===== config.mk =====
export PLATFORM = sky130hd
export DESIGN_NAME = led_color_pulse_encoder
export DESIGN_NICKNAME = d
export VERILOG_FILES = /design/src/sv/lcpe_pkg.sv /design/src/sv/lcpe_regs.sv /design/src/sv/lcpe_fifo.sv /design/src/sv/lcpe_front.sv /design/src/sv/lcpe_back.sv /design/src/sv/led_color_pulse_encoder.sv
export SDC_FILE = /design/constraint.sdc
export NUM_CORES = 1
export LEC_CHECK = 0
export ABC_AREA = 1
export BUFFER_PORTS_ARGS = -buffer_cell sky130_fd_sc_hd__buf_2
export CORE_ASPECT_RATIO = 2
export CORE_MARGIN = 5
export CORE_UTILIZATION = 52
export DETAILED_ROUTE_END_ITERATION = 10
export PLACE_DENSITY = 0.74
export SETUP_SLACK_MARGIN = 0.02
export SLEW_MARGIN = 0
export SYNTH_ARGS = -nofsm -noshare
export SYNTH_HDL_FRONTEND = slang
export SYNTH_SLANG_ARGS = --single-unit

===== constraint.sdc =====
create_clock -name i_clk -period 2.5 [get_ports i_clk]
set_input_delay 0.25 -clock i_clk [delete_from_list [all_inputs] [get_ports i_clk]]
set_output_delay 0.25 -clock i_clk [all_outputs]
set_load 0.01 [all_outputs]

===== src/sv/lcpe_pkg.sv =====
// ----------------------------------------------------------------------------
// lcpe_pkg
// Shared types and constants of the LED color pulse encoder.
// ----------------------------------------------------------------------------
package lcpe_pkg;

    localparam int TICK_W   = 15;
    localparam int BYTE_W   = 8;
    localparam int COLOR_W  = 3 * BYTE_W;
    localparam int NUM_BITS = COLOR_W;
    localparam int BIT_IDX_W = 5;
    localparam int ADDR_W   = 5;
    localparam int DATA_W   = 32;
    localparam int REG_IDX_W = 3;

    localparam logic [BIT_IDX_W-1:0] RESET_SYM_IDX = BIT_IDX_W'(NUM_BITS);

    localparam logic [REG_IDX_W-1:0] REG_ZERO_HIGH  = 3'd0;
    localparam logic [REG_IDX_W-1:0] REG_ZERO_LOW   = 3'd1;
    localparam logic [REG_IDX_W-1:0] REG_ONE_HIGH   = 3'd2;
    localparam logic [REG_IDX_W-1:0] REG_ONE_LOW    = 3'd3;
    localparam logic [REG_IDX_W-1:0] REG_RESET_HIGH = 3'd4;
    localparam logic [REG_IDX_W-1:0] REG_RESET_LOW  = 3'd5;

    localparam logic [TICK_W-1:0] ZERO_HIGH_RST  = 15'd3;
    localparam logic [TICK_W-1:0] ZERO_LOW_RST   = 15'd9;
    localparam logic [TICK_W-1:0] ONE_HIGH_RST   = 15'd9;
    localparam logic [TICK_W-1:0] ONE_LOW_RST    = 15'd3;
    localparam logic [TICK_W-1:0] RESET_HIGH_RST = 15'd1400;
    localparam logic [TICK_W-1:0] RESET_LOW_RST  = 15'd1400;

    localparam logic [COLOR_W-1:0] SENT_COLOR_RST = 24'hFFFFFF;

    typedef struct packed {
        logic [TICK_W-1:0] zero_high;
        logic [TICK_W-1:0] zero_low;
        logic [TICK_W-1:0] one_high;
        logic [TICK_W-1:0] one_low;
        logic [TICK_W-1:0] reset_high;
        logic [TICK_W-1:0] reset_low;
    } t_timing;

    typedef struct packed {
        logic full;
        logic empty;
    } t_fifo_stat;

endpackage


===== src/sv/lcpe_regs.sv =====
// ----------------------------------------------------------------------------
// lcpe_regs
// APB-style register file holding the pulse timing registers.
// ----------------------------------------------------------------------------
module lcpe_regs (
    input  logic                          i_clk,
    input  logic                          i_rst_n,
    input  logic                          psel,
    input  logic                          penable,
    input  logic                          pwrite,
    input  logic [lcpe_pkg::ADDR_W-1:0]   paddr,
    input  logic [lcpe_pkg::DATA_W-1:0]   pwdata,
    output logic [lcpe_pkg::DATA_W-1:0]   prdata,
    output lcpe_pkg::t_timing             o_timing
);

    lcpe_pkg::t_timing                 r_timing;
    logic [lcpe_pkg::REG_IDX_W-1:0]    reg_idx;
    logic [lcpe_pkg::TICK_W-1:0]       wr_val;
    logic [lcpe_pkg::TICK_W-1:0]       rd_val;
    logic                              wr_en;

    assign reg_idx = paddr[lcpe_pkg::ADDR_W-1:2];
    assign wr_val  = pwdata[lcpe_pkg::TICK_W-1:0];
    assign wr_en   = psel && penable && pwrite;

    always_ff @(posedge i_clk) begin
        if (!i_rst_n) begin
            r_timing.zero_high  <= lcpe_pkg::ZERO_HIGH_RST;
            r_timing.zero_low   <= lcpe_pkg::ZERO_LOW_RST;
            r_timing.one_high   <= lcpe_pkg::ONE_HIGH_RST;
            r_timing.one_low    <= lcpe_pkg::ONE_LOW_RST;
            r_timing.reset_high <= lcpe_pkg::RESET_HIGH_RST;
            r_timing.reset_low  <= lcpe_pkg::RESET_LOW_RST;
        end else if (wr_en) begin
            case (reg_idx)
                lcpe_pkg::REG_ZERO_HIGH:  r_timing.zero_high  <= wr_val;
                lcpe_pkg::REG_ZERO_LOW:   r_timing.zero_low   <= wr_val;
                lcpe_pkg::REG_ONE_HIGH:   r_timing.one_high   <= wr_val;
                lcpe_pkg::REG_ONE_LOW:    r_timing.one_low    <= wr_val;
                lcpe_pkg::REG_RESET_HIGH: r_timing.reset_high <= wr_val;
                lcpe_pkg::REG_RESET_LOW:  r_timing.reset_low  <= wr_val;
                default: ;
            endcase
        end
    end

    always_comb begin
        case (reg_idx)
            lcpe_pkg::REG_ZERO_HIGH:  rd_val = r_timing.zero_high;
            lcpe_pkg::REG_ZERO_LOW:   rd_val = r_timing.zero_low;
            lcpe_pkg::REG_ONE_HIGH:   rd_val = r_timing.one_high;
            lcpe_pkg::REG_ONE_LOW:    rd_val = r_timing.one_low;
            lcpe_pkg::REG_RESET_HIGH: rd_val = r_timing.reset_high;
            lcpe_pkg::REG_RESET_LOW:  rd_val = r_timing.reset_low;
            default:                  rd_val = '0;
        endcase
    end

    assign prdata   = {{(lcpe_pkg::DATA_W - lcpe_pkg::TICK_W){1'b0}}, rd_val};
    assign o_timing = r_timing;

endmodule


===== src/sv/lcpe_fifo.sv =====
// ----------------------------------------------------------------------------
// lcpe_fifo
// Small flop-based queue between the classifying front and the symbol back.
// ----------------------------------------------------------------------------
module lcpe_fifo #(
    parameter int WIDTH = 24,
    parameter int DEPTH = 2
) (
    input  logic                  i_clk,
    input  logic                  i_rst_n,
    input  logic                  i_wr,
    input  logic [WIDTH-1:0]      i_wdata,
    input  logic                  i_rd,
    output logic [WIDTH-1:0]      o_rdata,
    output lcpe_pkg::t_fifo_stat  o_stat
);

    localparam int PTR_W = (DEPTH > 1) ? $clog2(DEPTH) : 1;
    localparam int CNT_W = $clog2(DEPTH + 1);
    localparam logic [PTR_W-1:0] LAST_PTR = PTR_W'(DEPTH - 1);
    localparam logic [CNT_W-1:0] FULL_CNT = CNT_W'(DEPTH);

    logic [WIDTH-1:0]  r_mem [DEPTH];
    logic [PTR_W-1:0]  r_wptr;
    logic [PTR_W-1:0]  r_rptr;
    logic [CNT_W-1:0]  r_count;
    logic              do_wr;
    logic              do_rd;

    assign do_wr = i_wr && (r_count != FULL_CNT);
    assign do_rd = i_rd && (r_count != '0);

    always_ff @(posedge i_clk) begin
        if (!i_rst_n) begin
            r_wptr  <= '0;
            r_rptr  <= '0;
            r_count <= '0;
        end else begin
            if (do_wr) begin
                r_wptr <= (r_wptr == LAST_PTR) ? '0 : r_wptr + 1'b1;
            end
            if (do_rd) begin
                r_rptr <= (r_rptr == LAST_PTR) ? '0 : r_rptr + 1'b1;
            end
            if (do_wr && !do_rd) begin
                r_count <= r_count + 1'b1;
            end else if (do_rd && !do_wr) begin
                r_count <= r_count - 1'b1;
            end
        end
    end

    always_ff @(posedge i_clk) begin
        if (do_wr) begin
            r_mem[r_wptr] <= i_wdata;
        end
    end

    assign o_rdata      = r_mem[r_rptr];
    assign o_stat.full  = (r_count == FULL_CNT);
    assign o_stat.empty = (r_count == '0);

endmodule


===== src/sv/lcpe_front.sv =====
// ----------------------------------------------------------------------------
// lcpe_front
// Accepts colors, drops repeats of the last color sent, queues the rest
// in line order green, red, blue.
// ----------------------------------------------------------------------------
module lcpe_front (
    input  logic                           i_clk,
    input  logic                           i_rst_n,
    input  logic                           i_push,
    input  logic [lcpe_pkg::BYTE_W-1:0]    i_red,
    input  logic [lcpe_pkg::BYTE_W-1:0]    i_green,
    input  logic [lcpe_pkg::BYTE_W-1:0]    i_blue,
    input  lcpe_pkg::t_fifo_stat           i_fifo_stat,
    output logic                           o_fifo_wr,
    output logic [lcpe_pkg::COLOR_W-1:0]   o_fifo_wdata
);

    logic [lcpe_pkg::COLOR_W-1:0] r_sent_color;
    logic                         r_sent_valid;
    logic [lcpe_pkg::COLOR_W-1:0] color;
    logic                         accept;
    logic                         changed;

    assign color   = {i_red, i_green, i_blue};
    assign accept  = i_push && !i_fifo_stat.full;
    assign changed = !r_sent_valid || (color != r_sent_color);

    always_ff @(posedge i_clk) begin
        if (!i_rst_n) begin
            r_sent_color <= lcpe_pkg::SENT_COLOR_RST;
            r_sent_valid <= 1'b0;
        end else if (accept && changed) begin
            r_sent_color <= color;
            r_sent_valid <= 1'b1;
        end
    end

    assign o_fifo_wr    = accept && changed;
    assign o_fifo_wdata = {i_green, i_red, i_blue};

endmodule


===== src/sv/lcpe_back.sv =====
// ----------------------------------------------------------------------------
// lcpe_back
// Shifts one pulse symbol per cycle, unless held for a pop, for each queued
// color, then the closing reset symbol, into a one-entry output register.
// ----------------------------------------------------------------------------
module lcpe_back (
    input  logic                           i_clk,
    input  logic                           i_rst_n,
    input  lcpe_pkg::t_timing              i_timing,
    input  lcpe_pkg::t_fifo_stat           i_fifo_stat,
    input  logic [lcpe_pkg::COLOR_W-1:0]   i_fifo_rdata,
    output logic                           o_fifo_rd,
    input  logic                           i_pop,
    output logic                           o_valid,
    output logic [lcpe_pkg::TICK_W-1:0]    o_high_ticks,
    output logic [lcpe_pkg::TICK_W-1:0]    o_low_ticks,
    output logic                           o_is_reset,
    output logic                           o_last_symbol
);

    logic                            r_busy;
    logic [lcpe_pkg::BIT_IDX_W-1:0]  r_bit_idx;
    logic [lcpe_pkg::COLOR_W-1:0]    r_shift;
    logic                            r_out_valid;
    logic [lcpe_pkg::TICK_W-1:0]     r_out_high;
    logic [lcpe_pkg::TICK_W-1:0]     r_out_low;
    logic                            r_out_is_reset;
    logic                            adv;
    logic                            at_reset_sym;
    logic                            load;

    assign adv          = !r_out_valid || i_pop;
    assign at_reset_sym = (r_bit_idx == lcpe_pkg::RESET_SYM_IDX);
    assign load         = adv && (!r_busy || at_reset_sym) && !i_fifo_stat.empty;

    always_ff @(posedge i_clk) begin
        if (!i_rst_n) begin
            r_busy      <= 1'b0;
            r_bit_idx   <= '0;
            r_out_valid <= 1'b0;
        end else if (adv) begin
            r_out_valid <= r_busy;
            if (load) begin
                r_busy    <= 1'b1;
                r_bit_idx <= '0;
            end else if (r_busy && at_reset_sym) begin
                r_busy    <= 1'b0;
                r_bit_idx <= '0;
            end else if (r_busy) begin
                r_bit_idx <= r_bit_idx + 1'b1;
            end
        end
    end

    always_ff @(posedge i_clk) begin
        if (load) begin
            r_shift <= i_fifo_rdata;
        end else if (adv && r_busy) begin
            r_shift <= {r_shift[lcpe_pkg::COLOR_W-2:0], 1'b0};
        end
        if (adv && r_busy) begin
            r_out_is_reset <= at_reset_sym;
            if (at_reset_sym) begin
                r_out_high <= i_timing.reset_high;
                r_out_low  <= i_timing.reset_low;
            end else if (r_shift[lcpe_pkg::COLOR_W-1]) begin
                r_out_high <= i_timing.one_high;
                r_out_low  <= i_timing.one_low;
            end else begin
                r_out_high <= i_timing.zero_high;
                r_out_low  <= i_timing.zero_low;
            end
        end
    end

    assign o_fifo_rd     = load;
    assign o_valid       = r_out_valid;
    assign o_high_ticks  = r_out_high;
    assign o_low_ticks   = r_out_low;
    assign o_is_reset    = r_out_is_reset;
    assign o_last_symbol = r_out_is_reset;

`ifndef ASSERT_OFF
    a_idx_range: assert property (@(posedge i_clk) disable iff (!i_rst_n)
        r_bit_idx <= lcpe_pkg::RESET_SYM_IDX)
        else $error("bit index out of range");

    a_idle_idx: assert property (@(posedge i_clk) disable iff (!i_rst_n)
        !r_busy |-> r_bit_idx == '0)
        else $error("bit index nonzero while idle");

    a_reset_sym_out: assert property (@(posedge i_clk) disable iff (!i_rst_n)
        adv && r_busy && at_reset_sym |=> r_out_valid && r_out_is_reset)
        else $error("closing reset symbol not presented");

    a_load_only_free: assert property (@(posedge i_clk) disable iff (!i_rst_n)
        load |-> !i_fifo_stat.empty && (!r_busy || at_reset_sym))
        else $error("color loaded mid frame");
`endif

endmodule


===== src/sv/led_color_pulse_encoder.sv =====
// ----------------------------------------------------------------------------
// led_color_pulse_encoder
// Turns colors into GRB pulse symbols, skipping repeats of the last color.
// ----------------------------------------------------------------------------
// Path: a new color goes through the queue and the symbol shifter into the
// output register. Throughput: one symbol per cycle while the output is empty
// or popped; a new color yields a symbol per bit and a reset symbol, a repeat none.
// Reset (synchronous): timing registers return to defaults, queues empty,
// no color counts as sent, so the first color is always sent.
module led_color_pulse_encoder #(
    parameter int QUEUE_DEPTH = 2
) (
    input  logic                           i_clk,
    input  logic                           i_rst_n,
    input  logic                           psel,
    input  logic                           penable,
    input  logic                           pwrite,
    input  logic [lcpe_pkg::ADDR_W-1:0]    paddr,
    input  logic [lcpe_pkg::DATA_W-1:0]    pwdata,
    output logic [lcpe_pkg::DATA_W-1:0]    prdata,
    output logic                           pready,
    input  logic                           push,
    output logic                           full,
    input  logic [lcpe_pkg::BYTE_W-1:0]    i_red,
    input  logic [lcpe_pkg::BYTE_W-1:0]    i_green,
    input  logic [lcpe_pkg::BYTE_W-1:0]    i_blue,
    output logic                           empty,
    input  logic                           pop,
    output logic [lcpe_pkg::TICK_W-1:0]    o_high_ticks,
    output logic [lcpe_pkg::TICK_W-1:0]    o_low_ticks,
    output logic                           o_is_reset,
    output logic                           o_last_symbol
);

    lcpe_pkg::t_timing              timing;
    lcpe_pkg::t_fifo_stat           fifo_stat;
    logic                           fifo_wr;
    logic                           fifo_rd;
    logic [lcpe_pkg::COLOR_W-1:0]   fifo_wdata;
    logic [lcpe_pkg::COLOR_W-1:0]   fifo_rdata;
    logic                           out_valid;

    lcpe_regs u_regs (
        .i_clk    (i_clk),
        .i_rst_n  (i_rst_n),
        .psel     (psel),
        .penable  (penable),
        .pwrite   (pwrite),
        .paddr    (paddr),
        .pwdata   (pwdata),
        .prdata   (prdata),
        .o_timing (timing)
    );

    lcpe_front u_front (
        .i_clk        (i_clk),
        .i_rst_n      (i_rst_n),
        .i_push       (push),
        .i_red        (i_red),
        .i_green      (i_green),
        .i_blue       (i_blue),
        .i_fifo_stat  (fifo_stat),
        .o_fifo_wr    (fifo_wr),
        .o_fifo_wdata (fifo_wdata)
    );

    lcpe_fifo #(
        .WIDTH (lcpe_pkg::COLOR_W),
        .DEPTH (QUEUE_DEPTH)
    ) u_fifo (
        .i_clk   (i_clk),
        .i_rst_n (i_rst_n),
        .i_wr    (fifo_wr),
        .i_wdata (fifo_wdata),
        .i_rd    (fifo_rd),
        .o_rdata (fifo_rdata),
        .o_stat  (fifo_stat)
    );

    lcpe_back u_back (
        .i_clk         (i_clk),
        .i_rst_n       (i_rst_n),
        .i_timing      (timing),
        .i_fifo_stat   (fifo_stat),
        .i_fifo_rdata  (fifo_rdata),
        .o_fifo_rd     (fifo_rd),
        .i_pop         (pop),
        .o_valid       (out_valid),
        .o_high_ticks  (o_high_ticks),
        .o_low_ticks   (o_low_ticks),
        .o_is_reset    (o_is_reset),
        .o_last_symbol (o_last_symbol)
    );

    assign pready = 1'b1;
    assign full   = fifo_stat.full;
    assign empty  = !out_valid;

endmodule


==> reports/metrics.cfg <==
[clocking]
numCtsBuffers = 21
cts_tree = yes
numClockSinks = 230
postCtsHoldBufs = 24
postCtsSetupRepairBufs = 0
htreeDepth = 1
clock_path_buffers = 3
clockRootBuffer = clkbuf_16
cts_resized = 0
clk_pin_slew_ns = 0.07
clk_latency_ns = 0.50

[critical_path]
path_max_fanout = 24
path_common_cell = inv_1
critical_path.top_delay_family = simple AND/OR/NAND/NOR gates
worst_setup_path_end_kind = flop
crit_required_ns = 2.61
crit_arrival_ns = 2.33
cp_num_buf_inv = 4
max_stage_delay_ns = 0.83
crit_path_top_delay_cell = nor2_2
critPathKind = in2reg
path_cells = dlygate4sd3_1 > buf_2 > inv_1 > nand2_1 > o21ai_1 > inv_1 > nand3_1 > nor2_1 > nand3_2 > nand2_2 > nor2_2
start_kind = input pin

[place]
post-place-cells = 1433
pre_cts_ws_ns = 0.2969
place_hpwl_um = 15700
io_buffers = 97
gp_congestion = 0.8715

[floorplan]
design.core.area_mm2 = 0.01883
row_count = 71
ios = 135
die_w_um = 107.7
initial_core_util_pct = 52.68
die_h_um = 205.3
die_area_mm2 = 0.02211

[timing]
drv_slew = 0
slew_headroom_pct = 27.45
fin_setup_tns_ns = 0
fin_crit_ns = 2.225
hold_slack_ns = 0.03798
finalHoldViolations = 0
finalSetupViolations = 0
fin_ws_ns = 0.2752
rsz0062_at_grt = false
clock.fmax_ghz = 0.4495
fin_skew_ns = 0.01169
fin_crit_sh_pct = 88.99
worst_pin_slew_ns = 1.087

[cells_and_area]
n_antenna_cell = 0
fill_cells = 1623
final_cells = 1495
syn_to_final_growth_pct = 16.00
drive_gt1_share_pct = 15.24
nets = 1296

[detailed_routing]
vias = 7881
vias_per_cell = 5.272
routed_wl_um = 22690
wl_per_cell_um = 15.18
drtIter0Drc = 308
ant_nets = 0
dr.pass1.iters = 5
drc = 0

[global_route]
first_global_vias = 7417
grt_pass1_wl_um = 36800
antenna_found_initial = 0
overflow = 0
grt_start_max_net_pins = 107
groute.usage.overall_pct = 20.74

[logic_synthesis]
synthArstFlopShare_pct = 0
synthCells = 1117
synth_ff_type = dfxtp_1
syn-mean-instance-area_um2 = 8.882
yosysSeqAreaShare_pct = 56.80
synthesis.area_mm2 = 0.009921
ys_types = 37
ys_warn_count = 0
ys_seq_elements = 230
ys_top_cells_by_area = edfxtp_1 (31%), dfxtp_1 (26%), nand2_1 (6.8%)
synth_top_area_share_pct = 31.18
synth-edff-count = 103
yosysTopAreaCell = edfxtp_1

[pwr]
p_per_area_mw_per_mm2 = 924.4
finalPower_mw = 10.64
ir_drop_mv = 0.6073
p_leak_nw = 4.781

[hold_path]
hold_path_class = in2reg

[status]
status = complete, no violations

[job]
maxCapViolCount = 0

-- stage by stage --
step | utilization (%) | area [µm²]
6_report | 61.11 | 11510
5_1_grt | 61.11 | 11510
4_1_cts | 61.11 | 11510
3_5_place_dp | 56.26 | 10600
3_3_place_gp | 56.26 | 10600
2_1_floorplan | - | 9981
-- synthesized netlist by cell type, types with 4 or more instances --
| cell type | instances |
|---|---|
| nand2_1 | 181 |
| dfxtp_1 | 127 |
| o21ai_0 | 112 |
| inv_1 | 111 |
| nor2_1 | 110 |
| edfxtp_1 | 103 |
| a21oi_1 | 74 |
| nand3_1 | 63 |
| clkbuf_1 | 32 |
| o211ai_1 | 31 |
| o21ai_1 | 24 |
| a31oi_1 | 23 |
| buf_4 | 23 |
| buf_2 | 15 |
| a22oi_1 | 13 |
| o22ai_1 | 13 |
| inv_2 | 8 |
| a21oi_2 | 6 |
| o21ai_2 | 6 |
| nand2_2 | 5 |
| xnor2_1 | 4 |
-- worst register-to-register path: stages (launching register included) --
cell,delay (ns)
dfxtp_1,0.35
inv_1,0.05
nand2_1,0.05
nand2_1,0.05
nor2_1,0.20
nand3_1,0.13
nor2_1,0.12
nand3_2,0.09
nand2_2,0.11
inv_1,0.08
ha_1,0.30
a21oi_1,0.12
o21ai_0,0.11
o21ai_0,0.16
a21oi_1,0.05
-- registers in the layout (all words and copies together) (netlist names), named ones only --
signal,flops
u_back.r_shift,24
u_front.r_sent_color,24
u_back.o_high_ticks,15
u_back.r_busy,1
u_fifo.r_count,2
u_back.o_is_reset,1
u_back.o_valid,1
u_fifo.r_rptr,1
u_fifo.r_wptr,1
u_back.o_low_ticks,15
u_front.r_sent_valid,1
u_regs.o_timing,90
u_back.r_bit_idx,5
u_fifo.r_mem,48
-- final cells by class --
type	instances	area (µm²)	area share, %
inverters	122	460.4	4.001
clock inverters	12	118.9	1.033
repair buffers	146	950.9	8.263
well taps	255	319.1	2.772
flip-flops and latches	230	5635	48.97
clock buffers	26	554.3	4.816
multi-input cells	704	3470	30.15
-- worst paths after layout --
path / startpoint / endpoint / slack (ns) / cells past startpoint
max: i_green[3] / u_fifo.r_mem[0][13] / 0.28 / 11
min: pwdata[3] / u_regs.o_timing[48] / 0.04 / 3
max reg2reg: u_front.r_sent_color[10] / u_fifo.r_count[1] / 0.42 / 14
min reg2reg: u_front.r_sent_color[3] / u_front.r_sent_color[3] / 0.46 / 2
-- logic make-up (layout without fill, tap and decap cells) --
group,after synthesis,count (layout),synth area share (%)
other cells,2,18,0.07570
buf+inv,199,306,8.854
simple gates,372,372,15.84
xor+xnor,7,7,0.6180
compound gates,304,304,17.43
fa+ha+maj,3,3,0.3784
flops,230,230,56.80
-- placed cells by master, fill, tap and decap left out, types with 24 or more instances in the layout --
cell type / count
inv_1: 111
a21oi_1: 74
o21ai_0: 112
nor2_1: 109
nand3_1: 63
dfxtp_1: 127
dlygate4sd3_1: 24
buf_2: 97
nand2_1: 181
edfxtp_1: 103
o21ai_1: 24
o211ai_1: 31
-- report_power, final --
part	internal [mW]	total (mW)	leakage (nW)	switching, mW
Clock	1.79	3.15	0.324	1.36
Sequential	4.84	5.06	2.00	0.212
Combinational	0.830	2.43	2.45	1.60
Total	7.47	10.6	4.78	3.17
-- layer usage --
metal / global-route usage (%) / vias up / routed length (µm)
li1: - / 3949 / -
met1: 22.99 / 3580 / 8210
met2: 39.49 / 274 / 12250
met3: 2.135 / 78 / 1318
met4: 8.488 / 0 / 903
met5: 0 / - / 0
Power figures use the tool's default switching activity.
